==> src/rtl/kch_pkg.sv <==
`default_nettype none
package kch_pkg;

  localparam int MAX_KEEP      = 16;
  localparam int POSITION_BITS = 16;
  localparam int DATA_W        = 32;
  localparam int DIST_W        = 33;
  localparam int KEEP_W        = 5;
  localparam int CFG_IDX_W     = 1;
  localparam int IDX_W         = (MAX_KEEP > 1) ? $clog2(MAX_KEEP) : 1;
  localparam int CNT_W         = $clog2(MAX_KEEP + 1);
  localparam int KCMP_W        = (CNT_W > KEEP_W) ? CNT_W : KEEP_W;

  typedef enum logic [CFG_IDX_W-1:0] {
    CFG_TARGET     = 1'b0,
    CFG_KEEP_COUNT = 1'b1
  } cfg_reg_e;

  // controller to datapath
  typedef struct packed {
    logic load;
    logic init_scan;
    logic append;
    logic scan_step;
    logic replace;
    logic emit_move;
    logic clear_arrival;
  } kch_cmd_t;

  // datapath to controller
  typedef struct packed {
    logic fill_lt_k;
    logic scan_done;
    logic last_item;
    logic fill_is_one;
  } kch_status_t;

endpackage
`default_nettype wire

==> src/rtl/kch_dp.sv <==
`default_nettype none
module kch_dp
  import kch_pkg::*;
(
  input  wire logic                     clk_i,
  input  wire logic                     rst_ni,
  input  wire logic                     cfg_we_i,
  input  wire logic [CFG_IDX_W-1:0]     cfg_index_i,
  input  wire logic [DATA_W-1:0]        cfg_data_i,
  input  wire logic signed [DATA_W-1:0] sample_value_i,
  input  wire logic                     last_item_i,
  input  wire kch_cmd_t                 cmd_i,
  output kch_status_t                   status_o,
  output logic signed [DATA_W-1:0]      kept_value_o,
  output logic [DATA_W-1:0]             kept_distance_o,
  output logic                          final_result_o
);

  logic signed [DATA_W-1:0] target_q;
  logic [KEEP_W-1:0]        keep_q;

  logic [CNT_W-1:0]         fill_q, fill_d;
  logic [POSITION_BITS-1:0] arrival_q, arrival_d;
  logic [CNT_W-1:0]         scan_idx_q, scan_idx_d;
  logic                     last_q;

  logic [DATA_W-1:0]        sample_q;
  logic [DIST_W-1:0]        dist_q;
  logic [POSITION_BITS-1:0] pos_q;

  logic [IDX_W-1:0]         best_idx_q;
  logic [DIST_W-1:0]        best_dist_q;
  logic [POSITION_BITS-1:0] best_pos_q;
  logic [DATA_W-1:0]        best_val_q;

  logic [DIST_W-1:0]        ent_dist_q [MAX_KEEP];
  logic [POSITION_BITS-1:0] ent_pos_q  [MAX_KEEP];
  logic [DATA_W-1:0]        ent_val_q  [MAX_KEEP];

  logic [KCMP_W-1:0]        keep_ext, keep_eff;
  logic [CNT_W-1:0]         fill_m1;
  logic [IDX_W-1:0]         rd_idx;
  logic [DIST_W-1:0]        rd_dist;
  logic [POSITION_BITS-1:0] rd_pos;
  logic [DATA_W-1:0]        rd_val;
  logic                     rd_greater;

  logic signed [DIST_W-1:0] s_ext, t_ext, diff_st, diff_ts;
  logic [DIST_W-1:0]        new_dist;

  logic                     wr_en;
  logic [IDX_W-1:0]         wr_idx;
  logic [DIST_W-1:0]        wr_dist;
  logic [POSITION_BITS-1:0] wr_pos;
  logic [DATA_W-1:0]        wr_val;

  // configuration registers
  always_ff @(posedge clk_i or negedge rst_ni) begin
    if (!rst_ni) begin
      target_q <= '0;
      keep_q   <= KEEP_W'(1);
    end else if (cfg_we_i) begin
      unique case (cfg_reg_e'(cfg_index_i))
        CFG_TARGET:     target_q <= cfg_data_i;
        CFG_KEEP_COUNT: keep_q   <= cfg_data_i[KEEP_W-1:0];
        default: ;
      endcase
    end
  end

  // clamp keep count into 1..MAX_KEEP
  always_comb begin
    keep_ext = KCMP_W'(keep_q);
    if (keep_ext == '0) begin
      keep_eff = KCMP_W'(1);
    end else if (keep_ext > KCMP_W'(MAX_KEEP)) begin
      keep_eff = KCMP_W'(MAX_KEEP);
    end else begin
      keep_eff = keep_ext;
    end
  end

  // both differences in parallel, pick the non-negative one
  assign s_ext    = DIST_W'(sample_value_i);
  assign t_ext    = DIST_W'(target_q);
  assign diff_st  = s_ext - t_ext;
  assign diff_ts  = t_ext - s_ext;
  assign new_dist = diff_st[DIST_W-1] ? diff_ts : diff_st;

  assign fill_m1 = fill_q - CNT_W'(1);

  always_comb begin
    if (cmd_i.init_scan) begin
      rd_idx = '0;
    end else if (cmd_i.emit_move) begin
      rd_idx = fill_m1[IDX_W-1:0];
    end else begin
      rd_idx = scan_idx_q[IDX_W-1:0];
    end
  end

  assign rd_dist = ent_dist_q[rd_idx];
  assign rd_pos  = ent_pos_q[rd_idx];
  assign rd_val  = ent_val_q[rd_idx];

  assign rd_greater = (rd_dist > best_dist_q) ||
                      ((rd_dist == best_dist_q) && (rd_pos > best_pos_q));

  // single write port into the entry store
  always_comb begin
    wr_en   = 1'b0;
    wr_idx  = best_idx_q;
    wr_dist = dist_q;
    wr_pos  = pos_q;
    wr_val  = sample_q;
    if (cmd_i.append) begin
      wr_en  = 1'b1;
      wr_idx = fill_q[IDX_W-1:0];
    end else if (cmd_i.replace) begin
      wr_en = (dist_q <= best_dist_q);
    end else if (cmd_i.emit_move) begin
      wr_en   = 1'b1;
      wr_dist = rd_dist;
      wr_pos  = rd_pos;
      wr_val  = rd_val;
    end
  end

  always_ff @(posedge clk_i) begin
    if (wr_en) begin
      ent_dist_q[wr_idx] <= wr_dist;
      ent_pos_q[wr_idx]  <= wr_pos;
      ent_val_q[wr_idx]  <= wr_val;
    end
  end

  always_comb begin
    fill_d     = fill_q;
    arrival_d  = arrival_q;
    scan_idx_d = scan_idx_q;
    if (cmd_i.load) begin
      arrival_d = arrival_q + POSITION_BITS'(1);
    end
    if (cmd_i.clear_arrival) begin
      arrival_d = '0;
    end
    if (cmd_i.append) begin
      fill_d = fill_q + CNT_W'(1);
    end else if (cmd_i.emit_move) begin
      fill_d = fill_m1;
    end
    if (cmd_i.init_scan) begin
      scan_idx_d = CNT_W'(1);
    end else if (cmd_i.scan_step) begin
      scan_idx_d = scan_idx_q + CNT_W'(1);
    end
  end

  always_ff @(posedge clk_i or negedge rst_ni) begin
    if (!rst_ni) begin
      fill_q     <= '0;
      arrival_q  <= '0;
      scan_idx_q <= '0;
      last_q     <= 1'b0;
    end else begin
      fill_q     <= fill_d;
      arrival_q  <= arrival_d;
      scan_idx_q <= scan_idx_d;
      if (cmd_i.load) begin
        last_q <= last_item_i;
      end
    end
  end

  always_ff @(posedge clk_i) begin
    if (cmd_i.load) begin
      sample_q <= sample_value_i;
      dist_q   <= new_dist;
      pos_q    <= arrival_q;
    end
    if (cmd_i.init_scan) begin
      best_idx_q  <= '0;
      best_dist_q <= rd_dist;
      best_pos_q  <= rd_pos;
      best_val_q  <= rd_val;
    end else if (cmd_i.scan_step && rd_greater) begin
      best_idx_q  <= rd_idx;
      best_dist_q <= rd_dist;
      best_pos_q  <= rd_pos;
      best_val_q  <= rd_val;
    end
  end

  assign status_o.fill_lt_k   = KCMP_W'(fill_q) < keep_eff;
  assign status_o.scan_done   = (scan_idx_q == fill_q);
  assign status_o.last_item   = last_q;
  assign status_o.fill_is_one = (fill_q == CNT_W'(1));

  assign kept_value_o    = best_val_q;
  assign kept_distance_o = best_dist_q[DATA_W-1:0];
  assign final_result_o  = (fill_q == CNT_W'(1));

endmodule
`default_nettype wire

==> src/rtl/kch_ctrl.sv <==
`default_nettype none
module kch_ctrl
  import kch_pkg::*;
(
  input  wire logic        clk_i,
  input  wire logic        rst_ni,
  input  wire logic        in_valid_i,
  output logic             in_stall_o,
  output logic             out_valid_o,
  input  wire logic        out_stall_i,
  input  wire kch_status_t status_i,
  output kch_cmd_t         cmd_o
);

  typedef enum logic [5:0] {
    S_IDLE      = 6'b000001,
    S_PLACE     = 6'b000010,
    S_SCAN      = 6'b000100,
    S_REPL      = 6'b001000,
    S_EMIT_INIT = 6'b010000,
    S_OUT       = 6'b100000
  } state_e;

  state_e state_q, state_d;
  logic   emit_q, emit_d;

  always_comb begin
    state_d = state_q;
    emit_d  = emit_q;
    cmd_o   = '0;
    unique case (state_q)
      S_IDLE: begin
        emit_d = 1'b0;
        if (in_valid_i) begin
          cmd_o.load = 1'b1;
          state_d    = S_PLACE;
        end
      end
      S_PLACE: begin
        if (status_i.fill_lt_k) begin
          cmd_o.append = 1'b1;
          state_d      = status_i.last_item ? S_EMIT_INIT : S_IDLE;
        end else begin
          cmd_o.init_scan = 1'b1;
          state_d         = S_SCAN;
        end
      end
      S_SCAN: begin
        if (status_i.scan_done) begin
          state_d = emit_q ? S_OUT : S_REPL;
        end else begin
          cmd_o.scan_step = 1'b1;
        end
      end
      S_REPL: begin
        cmd_o.replace = 1'b1;
        state_d       = status_i.last_item ? S_EMIT_INIT : S_IDLE;
      end
      S_EMIT_INIT: begin
        cmd_o.init_scan = 1'b1;
        emit_d          = 1'b1;
        state_d         = S_SCAN;
      end
      S_OUT: begin
        if (!out_stall_i) begin
          // refill the emitted slot from the tail of the store
          cmd_o.emit_move = 1'b1;
          if (status_i.fill_is_one) begin
            cmd_o.clear_arrival = 1'b1;
            emit_d              = 1'b0;
            state_d             = S_IDLE;
          end else begin
            state_d = S_EMIT_INIT;
          end
        end
      end
      default: begin
        state_d = S_IDLE;
      end
    endcase
  end

  always_ff @(posedge clk_i or negedge rst_ni) begin
    if (!rst_ni) begin
      state_q <= S_IDLE;
      emit_q  <= 1'b0;
    end else begin
      state_q <= state_d;
      emit_q  <= emit_d;
    end
  end

  assign in_stall_o  = (state_q != S_IDLE);
  assign out_valid_o = (state_q == S_OUT);

endmodule
`default_nettype wire

==> src/rtl/k_closest_heap_selector_top.sv <==
// Input: a sample is taken while idle; while the store is filling it is placed
// in the next cycle, otherwise a scan of the stored entries and a replace follow.
// A new sample is taken only once the previous one is done (in_stall_o is high until then).
// Emission: each result needs a scan for the largest key, then waits out any output stalls.
// Reset: store empty, arrival counter zero, target 0, keep count 1; entries are not cleared.
`default_nettype none
module k_closest_heap_selector_top
  import kch_pkg::*;
(
  input  wire logic                     clk_i,
  input  wire logic                     rst_ni,
  input  wire logic                     cfg_we_i,
  input  wire logic [CFG_IDX_W-1:0]     cfg_index_i,
  input  wire logic [DATA_W-1:0]        cfg_data_i,
  input  wire logic                     in_valid_i,
  output logic                          in_stall_o,
  input  wire logic signed [DATA_W-1:0] sample_value_i,
  input  wire logic                     last_item_i,
  output logic                          out_valid_o,
  input  wire logic                     out_stall_i,
  output logic signed [DATA_W-1:0]      kept_value_o,
  output logic [DATA_W-1:0]             kept_distance_o,
  output logic                          final_result_o
);

  kch_cmd_t    cmd;
  kch_status_t status;

  kch_ctrl u_ctrl (
    .clk_i       (clk_i),
    .rst_ni      (rst_ni),
    .in_valid_i  (in_valid_i),
    .in_stall_o  (in_stall_o),
    .out_valid_o (out_valid_o),
    .out_stall_i (out_stall_i),
    .status_i    (status),
    .cmd_o       (cmd)
  );

  kch_dp u_dp (
    .clk_i           (clk_i),
    .rst_ni          (rst_ni),
    .cfg_we_i        (cfg_we_i),
    .cfg_index_i     (cfg_index_i),
    .cfg_data_i      (cfg_data_i),
    .sample_value_i  (sample_value_i),
    .last_item_i     (last_item_i),
    .cmd_i           (cmd),
    .status_o        (status),
    .kept_value_o    (kept_value_o),
    .kept_distance_o (kept_distance_o),
    .final_result_o  (final_result_o)
  );

endmodule
`default_nettype wire

==> config.mk <==
export PLATFORM = sky130hd
export DESIGN_NAME = k_closest_heap_selector_top
export DESIGN_NICKNAME = d
export VERILOG_FILES = /design/src/rtl/kch_pkg.sv /design/src/rtl/kch_dp.sv /design/src/rtl/kch_ctrl.sv /design/src/rtl/k_closest_heap_selector_top.sv
export SDC_FILE = /design/constraint.sdc
export NUM_CORES = 2
export LEC_CHECK = 0
export BUFFER_PORTS_ARGS = -buffer_cell sky130_fd_sc_hd__buf_2
export CAP_MARGIN = 40
export CORE_UTILIZATION = 52
export DETAILED_ROUTE_END_ITERATION = 6
export PLACE_DENSITY = 0.7
export SLEW_MARGIN = 10
export SYNTH_ARGS = -nofsm -noshare
export SYNTH_HDL_FRONTEND = slang
export SYNTH_HIERARCHICAL = 1
export SYNTH_SLANG_ARGS = --single-unit
==> constraint.sdc <==
create_clock -name clk_i -period 7.35 [get_ports clk_i]
set_input_delay 1.1025 -clock clk_i [delete_from_list [all_inputs] [get_ports clk_i]]
set_output_delay 1.1025 -clock clk_i [all_outputs]
set_load 0.05 [all_outputs]
Yosys cells after proc, flatten, opt, wreduce, memory -nomap -nowiden. Memories as Yosys holds them, arrays and structs flattened. Index checks and enable logic that the tools add are counted. W data, S select, Z words.

Register bits: 237. Latch bits: 0. Bits in writable memories: 1296. Memory bits (read-only): 0. Input bits: 71. Output and inout port bits: 67. Logic and storage cells: 113. Memories kept: 3.

Memories: u_dp.ent_dist_q (depth 16, width 33, read ports 1, clocked after memory_dff 0, write ports 1, line kch_dp.sv:36) `logic [DIST_W-1:0] ent_dist_q [MAX_KEEP];`; u_dp.ent_val_q (depth 16, width 32, read ports 1, clocked after memory_dff 0, write ports 1, line kch_dp.sv:38) `logic [DATA_W-1:0] ent_val_q [MAX_KEEP];`; u_dp.ent_pos_q (depth 16, width 16, read ports 1, clocked after memory_dff 0, write ports 1, line kch_dp.sv:37) `logic [POSITION_BITS-1:0] ent_pos_q [MAX_KEEP];`.

$add $sub $neg: 6. Multiply operators: 0. Divide/modulo/power cells: 0. Magnitude comparators: 5. Equal/unequal tests: 14. Shift operators: 0. Mux-type cells: 55. Bitwise gates (word level): 1. Reduce and logical (&&, ||, !) cells: 13.

Operators with widths (number): $mux W32 (6); $mux W33 (5); $mux W16 (7); $sub A32 B32 Y33 (2); $mux W5 (8); $pmux W6 S6 (1); $eq A33 B33 Y1 (1); $gt A33 B33 Y1 (1); $le A33 B33 Y1 (1); $mux W6 (5); $add A16 B1 Y16 const B (1); $gt A16 B16 Y1 (1); $mux W1 (16); $mux W4 (3); $add A5 B1 Y5 const B (2); $reduce_bool A2 Y1 (4); $eq A6 B1 Y1 const B (1); $eq A6 B2 Y1 const B (1); $eq A6 B3 Y1 const B (1); $eq A6 B4 Y1 const B (1); $eq A6 B5 Y1 const B (1); $eq A6 B6 Y1 const B (1); $ne A2 B2 Y1 const B (3); $ne A6 B1 Y1 const B (1); 16 further kinds (20).

Logic depth before layout (Yosys ltp). An unclocked memory read counts as a cell.

Depth after elaboration: 14. Gate-level depth with buffers: 31. Depth with buffers taken out: 27.

By module. Netlist, hierarchy kept.

Modules (own cells, without submodules): kch_dp (instances 1, cells each 3555, area each 63832.5 sq um, sequential area each 45464.9 sq um); kch_ctrl (instances 1, cells each 60, area each 538.0 sq um, sequential area each 176.4 sq um).

Worst setup path before layout. No wires, ideal clock.

Path type: reg2reg. From: register u_dp.keep_q[4] (netlist: u_dp/keep_ext[4]). To: memory u_dp.ent_dist_q[10][0] (enable). Setup time: 521 ps. Arrival time: 5720 ps. Data required time: 6829 ps. Slack: 1109 ps. Cell stages (with the launch flop): 14. Buffers on the path: 2. Clock period less this slack: 6241 ps. Path through: dfrtp_1 inv_1 nand2_1 ha_1 a21oi_1 nor2b_1 o21ai_0 nand2b_1 a21oi_1 and4_2 clkbuf_1 clkbuf_1 a31oi_1 nor2_1.

RTL lines: start: declaration (line kch_dp.sv:20) `logic [KEEP_W-1:0] keep_q;`; start signal: assignment (line kch_dp.sv:65) `CFG_KEEP_COUNT: keep_q <= cfg_data_i[KEEP_W-1:0];`; end: declaration (line kch_dp.sv:36).

==> results <==
- The synthesized-area fraction occupied by and/or/nand/nor cells is 0.04309.
- For flop-to-flop paths, the worst setup slack is 0.58 ns.
- The clock transition at the registers of the reported paths is 0.06 ns.
- The number of port buffers is 137.
- The number of rows in the core area is 128.
- The cell at the root of the clock tree is sky130_fd_sc_hd__clkbuf_16.
- The I/O pin count is 138.
- For this run, the total global-route usage over all layers was measured as 0.2523.
- The sum of overflow across all layers after global routing is 0.
- The count of nets after finishing is 4035.
- Setup violations remaining at the end of the flow were counted as 0.
- The post-synthesis average cell area is 17.81 µm².
- Before CTS, the worst setup slack after placement is 0.6859 ns.
- The first element of the critical path is u_dp/fill_q[0]$_DFFE_PN0P_.
- Entering global routing, the biggest net connects 83 pins.
- Static timing analysis puts the maximum clock frequency at 147.7 MHz.
- The core utilization of the finished layout is 0.5917.
- Synthesis produced a netlist with a net count of 3843.
- The TritonCTS clock tree is done.
- The fill cell total of the finished layout is 8884.
- Of the synthesized area, sequential elements account for 0.7090.
- The static power due to leakage is 24.48 nW.
- The setup TNS is 0 ns.
- The initial antenna violation count is 13.
- After synthesis the cells add up to 64370 µm².
- Of all nets on the critical path, the largest fanout is 23.
- The clock tree synthesis step divided the H-tree into 4 levels.
- STA classifies the critical path endpoint as a flip-flop.
- The area enclosed by the die boundary is 125200 µm².
- Counting the buffers created by CTS gives 154.
- Of the post-synthesis cell area, the part taken by muxes is 0.1319.
- At the end of routability-driven placement, the weighted congestion stood at 0.8822.
- The largest single stage delay on the critical path is 0.52 ns.
- The xor/xnor cell area share of the yosys netlist is 0.007892.
- The final max-slew violation count is 0.
- Summing over every cut layer, the via total after detailed routing is 34.64k.
- STA classifies the critical path startpoint as a flip-flop.
- The first global-routing pass estimated 229500 µm of wire.
- In the synthesized netlist the async set-or-reset flop fraction comes to 0.04631.
- The most critical setup path has its endpoint at u_dp/kept_value_o[6]$_DFFE_PP_.
- The final count of hold timing violations is 0.
- The ratio of final minimum period to clock period is 0.9212.
- The hold buffer count at CTS is 0.
- For the pin with the worst max-slew slack, the measured transition is 0.9927 ns.
- The die outline width is 353.8 µm.
- Of the cells placed in the final design, the portion with a size suffix greater than 1 is 0.2352.
- The required time at the worst-slack endpoint is 7.80 ns.
- After the first detailed-routing iteration, the DRC count stood at 4072.
- Max-cap violations in this run came to 0.
- The run finished with clean final reports.
- Compared with the post-synthesis result, the final layout area differs by 12.48%.
- Summing internal, switching and leakage power gives 25.41 mW.
- The most common cell type on the critical path is sky130_fd_sc_hd__a21oi_1.
- The initial utilization of the core area, before any placement, comes to 0.5261.
- In this run, synthesis produced a sequential element count of 1533.
- The sink count of the clock tree is 1533.
- The final critical path time including I/O delays and setup is 6.771 ns.
- The HPWL after detailed placement is 92520 µm.
- The depth of the worst register-to-register path is 28.
- Setup repair after global routing left no endpoint under its margin.
- The via count of the first global-routing pass is 34.54k.
- The number of flops mapped to enable cells by yosys is 1458.
- The maximum VDD drop is 0.0002598 V.
- In the synthesized netlist the dominant register cell turns out to be sky130_fd_sc_hd__edfxtp_1.
- Once the clock tree was built, the resizer swapped 0 gates to a different size.
- The worst register-to-register path ends at u_dp/kept_value_o[6]$_DFFE_PP_.
- The cell type of the slowest stage on the worst timing path is sky130_fd_sc_hd__mux4_2.
- The clock latency reported for the late side of the worst-skew pair is 0.78 ns.
- The compound-cell area share of the yosys netlist came to 0.05299.
- Yosys mapped the design onto 92 distinct sky130hd cell types.
- The maximum clock skew at final layout is 0.05185 ns.
- The clock tree buffer depth is 3.
- In this run the remaining antenna-violating nets after routing total 0.
- In this run the tightest slew margin relative to its limit is 0.3382.
- The critical path is of the flip-flop to flip-flop type.
- The synthesized-area fraction occupied by adder cells is 0.03075.
- The worst register-to-register path begins at u_dp/fill_q[0]$_DFFE_PN0P_.
- By area, the combinational part of the netlist is dominated by multiplexers.
- The path class of the lowest-slack min-delay path is input pin to async pin.
- The data arrival at the endpoint of the critical path is 7.22 ns.
- The first TritonRoute pass finished after 7 iterations.
- The residual DRC count is 0.
- The yosys synthesis warning count is 6.
- The total setup buffers inserted after CTS is 0.
- The final routed wire length divided by cell count is 28.36 µm.
- The smallest setup slack after layout is 0.5791 ns.
- After floorplanning, the core was sized to cover 122400 µm².
- After technology mapping, the gate count stands at 3615.
- In the routed layout, each cell is associated on average with a via count of 6.240.
- The total routed wirelength is 157400 µm.
- The die height is 353.8 µm.
- The power density of the placed cells is 350.9 nW/µm².
[critical path, delay by kind of cell, from the launching register on]
| kind | cells | cell delay (ns) |
|---|---|---|
| flip-flops | 1 | 0.48 |
| AND/OR/NAND/NOR | 11 | 2.35 |
| multiplexers | 2 | 0.71 |
| AO/OA/AOI/OAI | 10 | 1.53 |
| buffers and inverters | 4 | 0.98 |
| adder cells (fa/ha/maj) | 1 | 0.37 |
[worst min path at each step]
stage	to
after floorplan	u_ctrl/state_q[3]$_DFFE_PN0P_
after global placement	u_dp/pos_q[15]$_DFFE_PP_
after detailed placement	u_ctrl/state_q[3]$_DFFE_PN0P_
after CTS	u_dp/target_q[27]$_DFFE_PN0P_
after global routing	u_dp/target_q[27]$_DFFE_PN0P_
final	u_dp/target_q[15]$_DFFE_PN0P_
[cells in the mapped netlist (5+ instances only)]
library cell / number / share of area
sky130_fd_sc_hd__clkbuf_1: 81 / 0.0047
sky130_fd_sc_hd__nand2_1: 255 / 0.015
sky130_fd_sc_hd__o21ai_0: 81 / 0.0063
sky130_fd_sc_hd__nand2b_1: 15 / 0.0015
sky130_fd_sc_hd__mux2_2: 90 / 0.016
sky130_fd_sc_hd__a21o_1: 57 / 0.0066
sky130_fd_sc_hd__mux2i_1: 17 / 0.0026
sky130_fd_sc_hd__nand4_1: 25 / 0.0024
sky130_fd_sc_hd__nor2_1: 94 / 0.0055
sky130_fd_sc_hd__a21oi_1: 87 / 0.0068
sky130_fd_sc_hd__mux4_2: 324 / 0.11
sky130_fd_sc_hd__o21ai_1: 5 / 0.00039
sky130_fd_sc_hd__buf_2: 66 / 0.0051
sky130_fd_sc_hd__and2_1: 58 / 0.0056
sky130_fd_sc_hd__xnor2_1: 28 / 0.0038
sky130_fd_sc_hd__o21bai_1: 8 / 0.00093
sky130_fd_sc_hd__nor3_1: 18 / 0.0014
sky130_fd_sc_hd__and2_0: 29 / 0.0028
sky130_fd_sc_hd__and3_1: 6 / 0.00058
sky130_fd_sc_hd__buf_1: 26 / 0.0015
sky130_fd_sc_hd__nor2b_1: 19 / 0.0018
sky130_fd_sc_hd__inv_1: 134 / 0.0078
sky130_fd_sc_hd__edfxtp_1: 1458 / 0.68
sky130_fd_sc_hd__nor4_1: 5 / 0.00049
sky130_fd_sc_hd__a31oi_1: 96 / 0.0093
sky130_fd_sc_hd__dfrtp_1: 69 / 0.027
sky130_fd_sc_hd__o211ai_1: 11 / 0.0013
sky130_fd_sc_hd__nand3_1: 22 / 0.0017
sky130_fd_sc_hd__o21a_1: 8 / 0.00093
sky130_fd_sc_hd__buf_4: 38 / 0.0044
sky130_fd_sc_hd__ha_1: 155 / 0.030
sky130_fd_sc_hd__a211oi_1: 93 / 0.011
sky130_fd_sc_hd__xor2_1: 30 / 0.0041
[power breakdown]
part | internal [mW] | switching [mW] | leakage, nW
Combinational | 2.99 | 3.88 | 8.05
Sequential | 10.6 | 0.333 | 14.1
Clock | 4.35 | 3.27 | 2.35
[kinds of logic (layout without fill, tap and decap cells)]
| logic type | Yosys count | count (layout) |
|---|---|---|
| flip-flops | 1533 | 1533 |
| AND/OR/NAND/NOR | 579 | 579 |
| AO/OA/AOI/OAI | 504 | 504 |
| multiplexers | 432 | 432 |
| buffers and inverters | 352 | 662 |
| adder cells (fa/ha/maj) | 157 | 157 |
| XOR/XNOR | 58 | 58 |
| other | 0 | 1 |
[routing by layer]
metal	part of all wire	global-route usage	vias to the layer above
met2	0.47	0.3922	1638
met3	0.094	0.05794	255
met5	0.00059	0	-
met4	0.027	0.07861	14
li1	-	-	14710
met1	0.41	0.3571	18020
[registers in the layout (all words and copies together), names as in the netlist]
register	flops
u_ctrl/state_q	6
u_dp/dist_q	33
u_dp/keep_ext	5
u_dp/kept_value_o	32
u_dp/pos_q	16
u_dp/target_q	32
u_dp/best_idx_q	4
u_dp/ent_pos_q	256
u_dp/fill_q	5
u_dp/ent_dist_q	528
u_dp/sample_q	32
u_ctrl/emit_q	1
u_dp/last_q	1
u_dp/arrival_q	16
u_dp/best_dist_q	33
u_dp/best_pos_q	16
u_dp/ent_val_q	512
u_dp/scan_idx_q	5
[placed cells by master (no fill, tap or decap), types with 30 or more instances in the layout]
| master | count |
|---|---|
| sky130_fd_sc_hd__mux2_2 | 90 |
| sky130_fd_sc_hd__clkbuf_1 | 38 |
| sky130_fd_sc_hd__clkinv_1 | 36 |
| sky130_fd_sc_hd__a21o_1 | 57 |
| sky130_fd_sc_hd__a21oi_1 | 86 |
| sky130_fd_sc_hd__clkbuf_16 | 159 |
| sky130_fd_sc_hd__inv_1 | 133 |
| sky130_fd_sc_hd__a31oi_1 | 96 |
| sky130_fd_sc_hd__ha_1 | 155 |
| sky130_fd_sc_hd__o21ai_0 | 81 |
| sky130_fd_sc_hd__nor2_1 | 78 |
| sky130_fd_sc_hd__edfxtp_1 | 1458 |
| sky130_fd_sc_hd__buf_2 | 137 |
| sky130_fd_sc_hd__a211oi_1 | 92 |
| sky130_fd_sc_hd__dfrtp_1 | 69 |
| sky130_fd_sc_hd__and2_1 | 58 |
| sky130_fd_sc_hd__mux4_2 | 324 |
| sky130_fd_sc_hd__xor2_1 | 30 |
| sky130_fd_sc_hd__buf_4 | 85 |
| sky130_fd_sc_hd__nand2_1 | 255 |
[metrics by stage]
| step | cells | cell area, µm² | hold slack, ns |
|---|---|---|---|
| 4_1_cts | 5549 | 72370 | 0.2168 |
| 6_report | 5551 | 72400 | 0.2429 |
| 2_1_floorplan | 3615 | 64370 | 0.4407 |
| 3_5_place_dp | 5275 | 67490 | 0.4608 |
| 3_3_place_gp | 5260 | 67230 | 0.4502 |
| 5_1_grt | 5550 | 72400 | 0.2426 |
[area by class of cell]
type / instances / area (µm²) / area share
flip-flops and latches: 1533 / 45640 / 0.6304
multi-input cells: 1730 / 17360 / 0.2397
clock buffers: 199 / 4149 / 0.05730
well taps: 1625 / 2033 / 0.02808
repair buffers: 252 / 1972 / 0.02723
clock inverters: 75 / 735.7 / 0.01016
inverters: 136 / 513.0 / 0.007085
diodes: 1 / 2.502 / 0.00003456
(Power assumes the default switching activity.)
